[config.mk]
export PLATFORM = sky130hd
export DESIGN_NAME = gb3_out_fifo
export DESIGN_NICKNAME = d
export VERILOG_FILES = /design/src/hdl/gb3_pkg.sv /design/src/hdl/gb3_out_fifo.sv
export VERILOG_INCLUDE_DIRS = /design/src /design/src/hdl
export SDC_FILE = /design/constraint.sdc
export NUM_CORES = 1
export LEC_CHECK = 0
export BUFFER_PORTS_ARGS = -buffer_cell sky130_fd_sc_hd__buf_2
export CAP_MARGIN = 10
export CORE_MARGIN = 8
export CORE_UTILIZATION = 48
export CTS_CLUSTER_SIZE = 40
export DETAILED_ROUTE_END_ITERATION = 10
export PLACE_DENSITY = 0.68
export SLEW_MARGIN = 30
export SYNTH_ARGS = -nofsm -noshare
export SYNTH_HDL_FRONTEND = slang
export SYNTH_SLANG_ARGS = --single-unit
[constraint.sdc]
create_clock -name clk -period 3.15 [get_ports clk]
set_clock_uncertainty 0.2 [all_clocks]
set_input_delay 0.63 -clock clk [delete_from_list [all_inputs] [get_ports clk]]
set_output_delay 0.63 -clock clk [all_outputs]
set_load 0.05 [all_outputs]
[src/hdl/assert_macros.svh]
// ----------------------------------------------------------------------------
// assert_macros.svh
// Concurrent assertion shorthands shared by the blur datapath.
// ----------------------------------------------------------------------------
`ifndef ASSERT_MACROS_SVH
`define ASSERT_MACROS_SVH

// Property holds at every clock edge outside reset.
`define ASSERT_ALWAYS(lbl, clk, rst_n, prop, msg) \
  lbl: assert property (@(posedge clk) disable iff (!rst_n) (prop)) else $error(msg);

// Consequent holds in the same cycle as the antecedent.
`define ASSERT_IMPLIES(lbl, clk, rst_n, ante, cons, msg) \
  lbl: assert property (@(posedge clk) disable iff (!rst_n) (ante) |-> (cons)) else $error(msg);

// Consequent holds in the cycle after the antecedent.
`define ASSERT_NEXT(lbl, clk, rst_n, ante, cons, msg) \
  lbl: assert property (@(posedge clk) disable iff (!rst_n) (ante) |=> (cons)) else $error(msg);

`endif

[src/hdl/gb3_pkg.sv]
// ----------------------------------------------------------------------------
// gb3_pkg
// Types and constants of the 3x3 Gaussian blur unit.
// ----------------------------------------------------------------------------
package gb3_pkg;

  localparam int DEF_MAX_WIDTH  = 1024;
  localparam int DEF_MAX_HEIGHT = 1024;

  localparam int PIX_W      = 8;
  localparam int SIZE_W     = 11;
  localparam int COEF_W     = 16;
  localparam int CFG_DATA_W = 16;
  localparam int CFG_IDX_W  = 3;
  localparam int SUM_W      = 10;   // four pixels summed

  localparam int OFIFO_DEPTH = 4;

  // configuration register indexes
  localparam logic [CFG_IDX_W-1:0] REG_FRAME_WIDTH  = 3'd0;
  localparam logic [CFG_IDX_W-1:0] REG_FRAME_HEIGHT = 3'd1;
  localparam logic [CFG_IDX_W-1:0] REG_COEF_CENTER  = 3'd2;
  localparam logic [CFG_IDX_W-1:0] REG_COEF_EDGE    = 3'd3;
  localparam logic [CFG_IDX_W-1:0] REG_COEF_CORNER  = 3'd4;

  // reset values (sigma 1 mask)
  localparam logic [SIZE_W-1:0] RST_FRAME_WIDTH  = 11'd640;
  localparam logic [SIZE_W-1:0] RST_FRAME_HEIGHT = 11'd480;
  localparam logic [COEF_W-1:0] RST_COEF_CENTER  = 16'd13381;
  localparam logic [COEF_W-1:0] RST_COEF_EDGE    = 16'd8116;
  localparam logic [COEF_W-1:0] RST_COEF_CORNER  = 16'd4922;

  typedef struct packed {
    logic             req_type;
    logic [PIX_W-1:0] pixel_in;
  } in_item_t;

  typedef struct packed {
    logic [PIX_W-1:0] pixel_out;
    logic             frame_last;
  } out_item_t;

  // one line buffer entry: two rows above the current one
  typedef struct packed {
    logic [PIX_W-1:0] upper;
    logic [PIX_W-1:0] middle;
  } pair_t;

  // item held in the first stage
  typedef struct packed {
    logic             valid;
    logic             col_zero;
    logic             row_ge1;
    logic             row_ge2;
    logic             last;
    logic             flush;
    logic [PIX_W-1:0] pix;
  } s1_t;

  typedef struct packed {
    logic [PIX_W-1:0] center;
    logic [SUM_W-1:0] orth;
    logic [SUM_W-1:0] diag;
  } sums_t;

  // window sums for the inner result (a) and the row-end result (b)
  typedef struct packed {
    logic  valid;
    logic  has_a;
    logic  has_b;
    logic  frame_last;
    sums_t a;
    sums_t b;
  } s2_t;

  typedef struct packed {
    logic      a_valid;
    out_item_t a;
    logic      b_valid;
    out_item_t b;
  } push_t;

endpackage

[src/hdl/gb3_out_fifo.sv]
// ----------------------------------------------------------------------------
// gb3_out_fifo
// Small result queue taking up to two words a cycle, one out unless out_stall.
// ----------------------------------------------------------------------------
module gb3_out_fifo (
  input  logic                clk,
  input  logic                rst_n,
  input  gb3_pkg::push_t      push,
  output logic                space_ok,
  output logic                out_valid,
  input  logic                out_stall,
  output gb3_pkg::out_item_t  out_data
);

  `include "assert_macros.svh"

  localparam int DEPTH = gb3_pkg::OFIFO_DEPTH;
  localparam int PW    = $clog2(DEPTH);
  localparam int CW    = $clog2(DEPTH + 1);

  gb3_pkg::out_item_t mem [DEPTH];
  logic [PW-1:0] wr_ptr_r, wr_ptr_nxt;
  logic [PW-1:0] rd_ptr_r, rd_ptr_nxt;
  logic [CW-1:0] count_r, count_nxt;
  logic [PW-1:0] b_addr;
  logic [1:0]    push_n;
  logic          pop;

  assign pop    = out_valid && !out_stall;
  assign push_n = 2'(push.a_valid) + 2'(push.b_valid);
  assign b_addr = wr_ptr_r + PW'(push.a_valid);

  always_comb begin
    wr_ptr_nxt = wr_ptr_r + PW'(push_n);
    rd_ptr_nxt = rd_ptr_r + PW'(pop);
    count_nxt  = count_r + CW'(push_n) - CW'(pop);
  end

  always_ff @(posedge clk) begin
    if (push.a_valid) begin
      mem[wr_ptr_r] <= push.a;
    end
    if (push.b_valid) begin
      mem[b_addr] <= push.b;
    end
  end

  always_ff @(posedge clk) begin
    if (!rst_n) begin
      wr_ptr_r <= '0;
      rd_ptr_r <= '0;
      count_r  <= '0;
    end else begin
      wr_ptr_r <= wr_ptr_nxt;
      rd_ptr_r <= rd_ptr_nxt;
      count_r  <= count_nxt;
    end
  end

  // room for a full burst of two
  assign space_ok  = count_r <= CW'(DEPTH - 2);
  assign out_valid = count_r != '0;
  assign out_data  = mem[rd_ptr_r];

  `ASSERT_ALWAYS(a_no_overflow, clk, rst_n, (int'(count_r) + int'(push_n)) <= DEPTH, "result queue overflow")
  `ASSERT_IMPLIES(a_push_room, clk, rst_n, push.a_valid || push.b_valid, space_ok, "push without room")

endmodule

## Word level (Yosys, flattened, before mapping)

Memory sizes are Yosys's and may differ from the RTL's. A register that Yosys moved wholly into a read port is not among the register bits.
Cells that the tools add are included.

- Logic and storage cells: 19
- Output and inout port bits: 11
- Bits in writable memories: 36
- Register bits after elaboration: 7
- Memories: 1
- Bits of input ports: 23

- Multiplexer cells: 5
- $add $sub $neg: 6
- Reductions and logical operators: 3
- $lt $le $gt $ge: 1

Memory list:

| name | words | bits a word | read ports | clocked after Yosys merged registers in | write ports | line | RTL |
|---|---|---|---|---|---|---|---|
| mem | 4 | 9 | 1 | 1 | 2 | gb3_out_fifo.sv:21 | `gb3_pkg::out_item_t mem [DEPTH];` |

Operators by type and width:

| operator | number |
|---|---|
| 2-bit by 1-bit adder with 2-bit output | 2 |
| 1-bit 2-to-1 mux | 4 |
| 3-bit by 2-bit adder with 3-bit output | 1 |
| 3-bit by 2-bit less-or-equal comparator with 1-bit output (second input constant) | 1 |
| 3-bit nonzero test | 1 |
| 3-bit by 1-bit subtractor with 3-bit output | 1 |
| 1-bit by 1-bit adder with 2-bit output | 1 |
| 2-bit adder | 1 |
| 2-bit 2-to-1 mux | 1 |
| 1-bit logical AND | 1 |
| 1-bit logical NOT | 1 |

## Longest topological paths before layout

Gate-level depths: netlist of the first run.

- Word-level depth: 4
- Mapped depth: 9
- Depth with buffers taken out: 9

## Least setup slack after synthesis of the first run

Ideal clock, no wire load.

- Kind: register -> register
- Start point: register count_r[2]
- End point: register count_r[2]
- Library setup time: 0.115 ns
- Data required time: 2.835 ns
- Arrival time: 2.378 ns
- Clock period less this slack: 2.693 ns
- Setup slack: 0.457 ns
- Path buffers: 0
- Cell stages (with the launch flop): 10
- Cells stage by stage: dfxtp_1 or3_1 nor2b_1 ha_1 inv_1 ha_1 fa_1 xnor2_1 xnor2_1 and2_1

- Cells in the longest elaborated chain, start to end: 3
- Elaborated cells between the ends (all ways): 4
- Those cells by class: add/sub (2); reduce/logical (2)

Ends and longest elaborated chain:

| element | line | RTL |
|---|---|---|
| from (decl) | gb3_out_fifo.sv:24 | `logic [CW-1:0] count_r, count_nxt;` |
| from (signal assigned) | gb3_out_fifo.sv:56 | `count_r <= count_nxt;` |
| 3-bit nonzero test | gb3_out_fifo.sv:62 | `assign out_valid = count_r != '0;` |
| named net out_valid | gb3_out_fifo.sv:10 | `output logic out_valid,` |
| 1-bit logical AND | gb3_out_fifo.sv:29 | `assign pop = out_valid && !out_stall;` |
| 3-bit by 1-bit subtractor with 3-bit output | gb3_out_fifo.sv:36 | `count_nxt = count_r + CW'(push_n) - CW'(pop);` |

The timed path passes the listed nets, and every way through them passes these cells.
A chain may end at the register's enable or synchronous reset.

==> results.tsv, run 1 <==
metric	value	unit
commonest cells in the netlist	edfxtp_1 (36), mux2_2 (36), mux4_2 (9)	
Post-Route Setup TNS	0	ps
DRC Markers	0	
fin. max-slew vios	0	
Period minus WS final	2668	ps
#FFs+latches synth	43	
Async SR Flop Fraction	0	
Worst EP required	2320	ps
RD Place Congestion	0.7201	
fill count	360	
Slew @ Worst Pin	869.2	ps
status	completed	
Post-DP Area	0.002441	sq mm
Final HPWL DP	3.123	mm
MaxCap Viol Count	0	
CTS clock-pin slew for the worst setup and hold paths	80	ps
Mean Syn Cell Area	16.17	sq um
worst path bufs/invs	2	
Synth area leaders	edfxtp_1 (50%), mux2_2 (19%), mux4_2 (9.4%)	
final setup fails	0	
Post-Syn Nets	165	
# nets final	210	
initial antenna violation count	0	
Hold Crit Class	reg2reg	
WL per Instance	18.46	um
CP delay by family, top	flip-flops	
slowest stage delay, CP	530	ps
Synth top area share	0.4988	
Mapped Area	0.002167	sq mm
final instance area	0.002549	sq mm
CTS sink cnt	43	
synth warn	0	
DP Cell Count	224	
first-pass GRT wire length	6.637	mm
Skew-Pair Late Insertion Delay	290	ps
number of DRC markers in iteration 0	69	
Core Box Area	0.004354	sq mm
final hold vios	0	
Rel. slew slack	0.4144	
Congestion Overflow GR	0	
CTS Buf Count	5	
worst-path maximum fanout	6	
largest net degree at the start of global routing	14	
share of cells above drive strength 1	0.5333	
total die area	0.006921	sq mm
Layout area overhead	17.61	%
postcts setup bufs	0	
Resized cells post-CTS	0	
clock buffer depth	2	
Overall Global Routing Usage	0.1247	
Peak VDD IR	342.6	uV
EDFF count, synth	36	
CP arrival	1840	ps
leakage	0.9649	nW
TritonCTS clock tree	yes	
P per Cell Area	786.5	mW/mm^2
DR vias	1256	
register area share after synthesis	0.5635	
die width	83.19	um
area leader, netlist	edfxtp_1	
Worst Setup Start Kind	flop	
Total Wirelength	4.282	mm
Initial Util	0.4977	
drt first pass iters	4	
crit share post-route	0.8469	
most used flip-flop cell after synthesis	edfxtp_1	
Cell variety after synth	22	
die height	83.19	um
hold buffer count at cts	0	
Worst Setup End Kind	primary output	
Final ANT Viol Nets	0	
vias in the first global route	1350	
H-tree depth	2	
Layout Cells excl Fill	232	
Design Power	2.005	mW
RSZ-0062 raised after global routing	false	
Vias/cell	5.414	
I/O pin count	34	
fmax	374.8	MHz
port bufs	33	
Cells after Synth	134	
type of the worst setup path	reg2out	
Critical-path top delay cell	dfxtp_1	
ant diodes	0	
site row count	24	
Root Buffer	clkbuf_8	
worst path cell trace	buf_4 -> mux4_2 -> buf_2	
## per-stage QoR
stage               hold slack [ps]  worst slack [ps]    util
floorplan                     352.0             456.7       -
CTS                           407.9             431.6  0.5853
global placement              373.9             508.3  0.5606
detailed placement            392.6             449.2  0.5606
finish                        406.8             482.1  0.5853
global route                  446.5             383.2  0.5853
## logic make-up (layout without fill, tap and decap cells)
logic type	count (synthesis)	count (layout)	share of synthesized area
AND/OR/NAND/NOR	17	17	0.04908
flip-flops	43	43	0.5635
AO/OA/AOI/OAI	5	5	0.01270
XOR/XNOR	7	7	0.02829
buffers and inverters	9	55	0.01616
multiplexers	45	45	0.2806
adder cells (fa/ha/maj)	8	8	0.04965
## worst paths after layout
| kind | from | end | slack [ps] | cells after the start |
|---|---|---|---|---|
| setup reg to reg | count_r[2]$_SDFF_PN0_ | count_r[2]$_SDFF_PN0_ | 690 | 9 |
| setup / recovery | rd_ptr_r[0]$_SDFF_PN0_ | out_data[8] | 480 | 3 |
| hold / removal | count_r[2]$_SDFF_PN0_ | count_r[2]$_SDFF_PN0_ | 410 | 2 |
| hold reg to reg | count_r[2]$_SDFF_PN0_ | count_r[2]$_SDFF_PN0_ | 410 | 2 |
## flip-flops by register name, summed over array words and instances (netlist names)
register	flops
mem	36
count_r	3
rd_ptr_r	2
wr_ptr_r	2
## worst reg2reg max path, stage by stage (launching register included)
cell and delay, ps:
dfxtp_1 340, or3_1 380, nor2b_1 170, ha_1 280
inv_1 40, ha_1 180, fa_1 380, xnor2_1 150
xnor2_1 120, and2_1 140
## cell usage in the layout (no fill, tap or decap)
cell,synthesis,routed
mux2_2,36,36
edfxtp_1,36,36
buf_2,1,33
mux4_2,9,9
inv_1,7,7
and2_1,7,7
ha_1,7,7
dfxtp_1,7,7
buf_4,0,7
xnor2_1,5,5
clkbuf_8,0,5
xor2_1,2,2
nor2b_1,2,2
nand2_2,2,2
nand2_1,2,2
o22ai_1,2,2
o21ai_0,2,2
nor2_2,1,1
nor2_4,1,1
or3_1,1,1
nand2b_1,1,1
a21oi_1,1,1
fa_1,1,1
bufinv_16,0,1
clkinv_2,0,1
clkinv_1,0,1
## final cells by class
type	count	area [sq um]	area share
Clock buffer	5	68.82	0.02700
Clock inverter	3	38.79	0.01522
Inverter	7	26.28	0.01031
Multi-Input combinational cell	82	910.9	0.3574
Sequential cell	43	1221	0.4791
Tap cell	52	65.06	0.02553
Timing Repair Buffer	40	217.7	0.08542
## power by group
group / internal [mW] / switching (mW) / total [mW]
Clock: 0.232 / 0.184 / 0.417
Combinational: 0.308 / 0.485 / 0.793
Sequential: 0.736 / 0.0594 / 0.795
Total: 1.28 / 0.728 / 2.00
## layer usage
layer / vias to the layer above / track usage / wire length, um
met3: 6 / 0.04102 / 234
li1: 605 / - / -
met1: 616 / 0.1275 / 1700
met5: - / 0 / 0
met2: 29 / 0.2256 / 2270
met4: 0 / 0.05272 / 77
No activity file was read; power rests on OpenSTA's default activity.
==> run 2, diff against run 1 <==
- PLACE_DENSITY: 0.68 -> 0.71
- clock period: 3.15 -> 2.3 ns (I/O delays scaled with it)
==> results.tsv, run 2 (same netlist as run 1, synthesis figures left out) <==
metric	value	unit	change
ant diodes	0		unchanged
MaxCap Viol Count	0		unchanged
P per Cell Area	1059	mW/mm^2	+35%
reg2reg end	count_r[2]$_SDFF_PN0_		
sequential power share	0.365		-0.032
r2r setup slk	-6	ps	-700 ps
I/O pin count	34		unchanged
initial antenna violation count	0		unchanged
Worst EP required	2290	ps	-30 ps
Rel. slew slack	0.7869		+0.3725
die height	83.19	um	unchanged
Critical Path Start	count_r[1]$_SDFF_PN0_		
hold buffer count at cts	0		unchanged
Pint	1.875	mW	+47%
fin. max-slew vios	0		unchanged
Root Buffer	clkbuf_8		
Final ANT Viol Nets	0		unchanged
type of the worst setup path	reg2reg		
final core occ	0.6313		+0.04598
Final HPWL DP	3.435	mm	+10%
site row count	24		unchanged
share of cells above drive strength 1	0.6250		+0.09167
violated checks	negative setup slack		
Initial Util	0.4977		unchanged
WHS Path Cells	2		unchanged
port bufs	33		unchanged
Largest regs	mem x36, count_r x3		
most frequent cells in the layout	mux2_2 (36), edfxtp_1 (36), buf_2 (33)		
TritonCTS clock tree	yes		
Core Box Area	0.004354	sq mm	unchanged
Overall Global Routing Usage	0.1281		+0.003420
Worst Setup End Kind	flop		
R2R depth	9		unchanged
Sw Share	0.3562		-0.007129
final instance area	0.002749	sq mm	+7.9%
CP arrival	2300	ps	+460 ps
Worst Setup Start Kind	flop		
Congestion Overflow GR	0		unchanged
Hold Crit Class	in2reg		
Skew-Pair Late Insertion Delay	290	ps	about the same
Hold Slack	244.1	ps	-162.7 ps
DP Worst Slack	-161.9	ps	-611.1 ps
Post-Route Setup TNS	-6.262	ps	-6.262 ps
final worst slack	-6.262	ps	-488.4 ps
DR vias	1326		+5.6%
Slew @ Worst Pin	318.5	ps	-550.6 ps
H-tree depth	2		unchanged
leakage	1.073	nW	+11%
hold path start	rst_n		
Design Power	2.912	mW	+45%
final hold vios	0		unchanged
fill count	328		-8.9%
die width	83.19	um	unchanged
Clock power frac	0.196		-0.012
RD Place Congestion	0.7701		+6.9%
first-pass GRT wire length	7.100	mm	+7.0%
RSZ-0062 raised after global routing	true		
Vias/cell	5.262		-2.8%
fmax	433.6	MHz	
total die area	0.006921	sq mm	unchanged
WHS Endpoint	count_r[1]$_SDFF_PN0_		
largest net degree at the start of global routing	14		unchanged
CTS clock-pin slew for the worst setup and hold paths	80	ps	about the same
CTS sink cnt	43		unchanged
max reg flops	36		unchanged
final setup fails	1		+1
crit share post-route	1.003		
Layout Cells excl Fill	252		+8.6%
clock buffer depth	2		unchanged
largest reg by FF count	mem		
Reg-to-Reg Start	count_r[1]$_SDFF_PN0_		
Total Wirelength	4.407	mm	+2.9%
# nets final	230		+9.5%
DRC Markers	0		unchanged
Switch Pwr	1.037	mW	+42%
worst-path maximum fanout	2		-4
Period minus WS final	2306	ps	
number of DRC markers in iteration 0	69		unchanged
drt first pass iters	4		unchanged
Layout area overhead	26.85	%	
status	complete, but fails checks		
Post-DP Area	0.002606	sq mm	+6.8%
Peak VDD IR	552.2	uV	+61%
part of the power in combinational logic	0.439		+0.044
vias in the first global route	1496		+11%
WL per Instance	17.49	um	-5.2%
DP Cell Count	244		+8.9%
CTS Buf Count	5		unchanged
==> run 2: how the worst max path moves through the flow <==
stage | end | slack, ps | cells past startpoint
global placement | count_r[2]$_SDFF_PN0_ | -120 | 10
detailed placement | count_r[2]$_SDFF_PN0_ | -160 | 10
finish | count_r[2]$_SDFF_PN0_ | -6 | 9
floorplan | count_r[2]$_SDFF_PN0_ | -140 | 9
CTS | count_r[2]$_SDFF_PN0_ | -50 | 9
global route | count_r[2]$_SDFF_PN0_ | -60 | 9
==> run 2: per-layer routing <==
| layer | track usage | wire length (um) | up-vias |
|---|---|---|---|
| li1 | - | - | 644 |
| met1 | 0.1381 | 1840 | 653 |
| met2 | 0.2298 | 2343 | 23 |
| met3 | 0.04297 | 173 | 6 |
| met4 | 0.03834 | 49 | 0 |
| met5 | 0 | 0 | - |
==> run 2: power groups by stage <==
stage	logic (mW)	registers [mW]	clock network, mW
after global placement	1.23	1.07	0
after global routing	1.37	1.08	0.610
after floorplan	0.890	1.06	0
final	1.28	1.06	0.569
after CTS	1.30	1.06	0.580
after detailed placement	1.25	1.08	0
==> run 2: timing repair <==
item	in CTS	in global routing
pin swaps	7	4
setup endpoints to repair	1	1
gates resized for setup	7	0
cloned	0	0
buffers inserted	0	0
==> run 2: cell type report <==
| class | instances | area, sq um | share of cell area |
|---|---|---|---|
| Sequential cell | 43 | 1224 | 0.4452 |
| Timing Repair Buffer | 60 | 367.9 | 0.1338 |
| Multi-Input combinational cell | 82 | 958.4 | 0.3487 |
| Tap cell | 52 | 65.06 | 0.02367 |
| Clock inverter | 3 | 38.79 | 0.01411 |
| Inverter | 7 | 26.28 | 0.009558 |
| Clock buffer | 5 | 68.82 | 0.02503 |
==> run 2: worst max-delay path, stage by stage (launching register included) <==
cell	delay [ps]
dfxtp_2	320
or3_4	370
nor2b_4	140
ha_4	250
inv_2	40
ha_4	150
fa_2	350
xnor2_2	140
xnor2_1	110
and2_1	130
==> run 3, diff against run 2 <==
- CORE_UTILIZATION: 48 -> 32
- PLACE_DENSITY: 0.71 -> 0.51
- SKIP_CTS_REPAIR_TIMING: not set -> 1
==> results.tsv, run 3 (same netlist as run 1, synthesis figures left out) <==
metric	value	unit	change
final hold vios	0		unchanged
Largest regs	mem x36, count_r x3		
Switch Pwr	1.083	mW	+4.4%
final worst slack	-112.4	ps	-106.1 ps
TritonCTS clock tree	yes		
ant diodes	0		unchanged
vias in the first global route	1500		+0.27%
die height	98.29	um	+18%
Congestion Overflow GR	0		unchanged
DP Cell Count	272		+11%
most used cell, CP	ha_4		
I/O pin count	34		unchanged
CTS Buf Count	5		unchanged
max reg flops	36		unchanged
Critical-path top delay cell	fa_2		
Pint	1.925	mW	+2.7%
RSZ-0062 raised after global routing	true		
share of cells above drive strength 1	0.6269		+0.001866
Overall Global Routing Usage	0.1031		-0.02500
number of DRC markers in iteration 0	39		-43%
clock buffer depth	2		unchanged
Layout Cells excl Fill	281		+12%
most frequent cells in the layout	mux2_2 (36), edfxtp_1 (36), buf_2 (31)		
Period minus WS final	2412	ps	+106.1 ps
CP delay by family, top	adder cells		
Initial Util	0.3243		-0.1734
worst-path maximum fanout	2		unchanged
first-pass GRT wire length	7.521	mm	+5.9%
Worst Setup End Kind	flop		
leakage	1.090	nW	+1.5%
sequential power share	0.352		-0.013
WL per Instance	17.60	um	+0.65%
Sw Share	0.3601		+0.003892
Layout area overhead	30.37	%	
type of the worst setup path	reg2reg		
largest net degree at the start of global routing	15		+1
CP arrival	2400	ps	+100 ps
worst path cell trace	or3_4 -> nor2b_4 -> ha_4 -> inv_2 -> ha_4 -> fa_2 -> xnor2_2 -> xnor2_1 -> and2_1		
total die area	0.009661	sq mm	+40%
worst path bufs/invs	1		unchanged
Worst Setup Start Kind	flop		
Total Wirelength	4.946	mm	+12%
Vias/cell	4.843		-8.0%
Core Box Area	0.006681	sq mm	+53%
MaxCap Viol Count	0		unchanged
die width	98.29	um	+18%
drt first pass iters	4		unchanged
Post-Route Setup TNS	-112.4	ps	-106.1 ps
DR vias	1361		+2.6%
RD Place Congestion	0.7458		-3.2%
fin. max-slew vios	0		unchanged
P per Cell Area	1065	mW/mm^2	+0.52%
Skew-Pair Late Insertion Delay	290	ps	about the same
CTS sink cnt	43		unchanged
Clock power frac	0.196		about the same
Slew @ Worst Pin	352.9	ps	+34.33 ps
largest reg by FF count	mem		
Final HPWL DP	3.695	mm	+7.6%
DP Worst Slack	-163.3	ps	-1.451 ps
site row count	30		+25%
slowest stage delay, CP	400	ps	+30 ps
Final ANT Viol Nets	0		unchanged
violated checks	negative setup slack		
fmax	414.5	MHz	-4.4%
Root Buffer	clkbuf_8		
Worst EP required	2290	ps	about the same
port bufs	33		unchanged
status	complete, but fails checks		
final setup fails	1		unchanged
Rel. slew slack	0.7623		-0.02465
crit share post-route	1.049		+0.04613
DRC Markers	0		unchanged
Hold Crit Class	in2reg		
H-tree depth	2		unchanged
initial antenna violation count	0		unchanged
# nets final	231		+0.43%
part of the power in combinational logic	0.452		+0.013
Peak VDD IR	673.4	uV	+22%
CTS clock-pin slew for the worst setup and hold paths	80	ps	about the same
run 3: cell types whose count changed in the layout (fill, tap and decap cells not counted), sizes merged:
cell,previous run,this run
clkbuf,5,6
run 3: worst paths after layout:
kind / start / to / slack, ps / depth (start not counted)
setup / recovery: count_r[1]$_SDFF_PN0_ / count_r[2]$_SDFF_PN0_ / -110 / 9
hold / removal: rst_n / wr_ptr_r[0]$_SDFF_PN0_ / 250 / 2
setup reg to reg: count_r[1]$_SDFF_PN0_ / count_r[2]$_SDFF_PN0_ / -110 / 9
hold reg to reg: rd_ptr_r[1]$_SDFF_PN0_ / rd_ptr_r[1]$_SDFF_PN0_ / 400 / 2
run 3: worst register-to-register path: cells and delay by family, from the launching register on:
family	cells	cell delay, ps
XOR/XNOR	2	280
buffers and inverters	1	40
AND/OR/NAND/NOR	3	670
flip-flops	1	320
adder cells (fa/ha/maj)	3	800
run 3: stage by stage:
step	power, mW	util	cell area [sq um]	hold slack [ps]
floorplan	1.952	-	2182	351.8
global placement	2.347	0.3991	2666	378.2
detailed placement	2.381	0.3991	2666	395.6
CTS	2.968	0.4159	2779	246.8
global route	3.158	0.4228	2825	253.9
finish	3.008	0.4228	2825	247.7
run 3: area by class of cell:
| type | count | area, sq um |
|---|---|---|
| Clock inverter | 3 | 43.79 |
| Multi-Input combinational cell | 82 | 958.4 |
| Sequential cell | 43 | 1222 |
| Timing Repair Buffer | 61 | 405.4 |
| Fill cell | 631 | 3856 |
| Clock buffer | 5 | 68.82 |
| Inverter | 7 | 26.28 |
| Tap cell | 80 | 100.1 |
run 3: power groups by stage:
stage          sequential, mW  clock [mW]  combinational [mW]
2_1_floorplan            1.06           0               0.890
3_3_place_gp             1.07           0                1.28
3_5_place_dp             1.08           0                1.30
4_1_cts                  1.06       0.602                1.31
5_1_grt                  1.07       0.632                1.45
6_report                 1.06       0.589                1.36
run 3: layer usage:
metal / wire length [um] / up-vias / GRT usage
met5: 0 / - / 0
met3: 282 / 10 / 0.03912
met1: 1971 / 672 / 0.1063
li1: - / 642 / -
met4: 106 / 0 / 0.04486
met2: 2586 / 37 / 0.1821
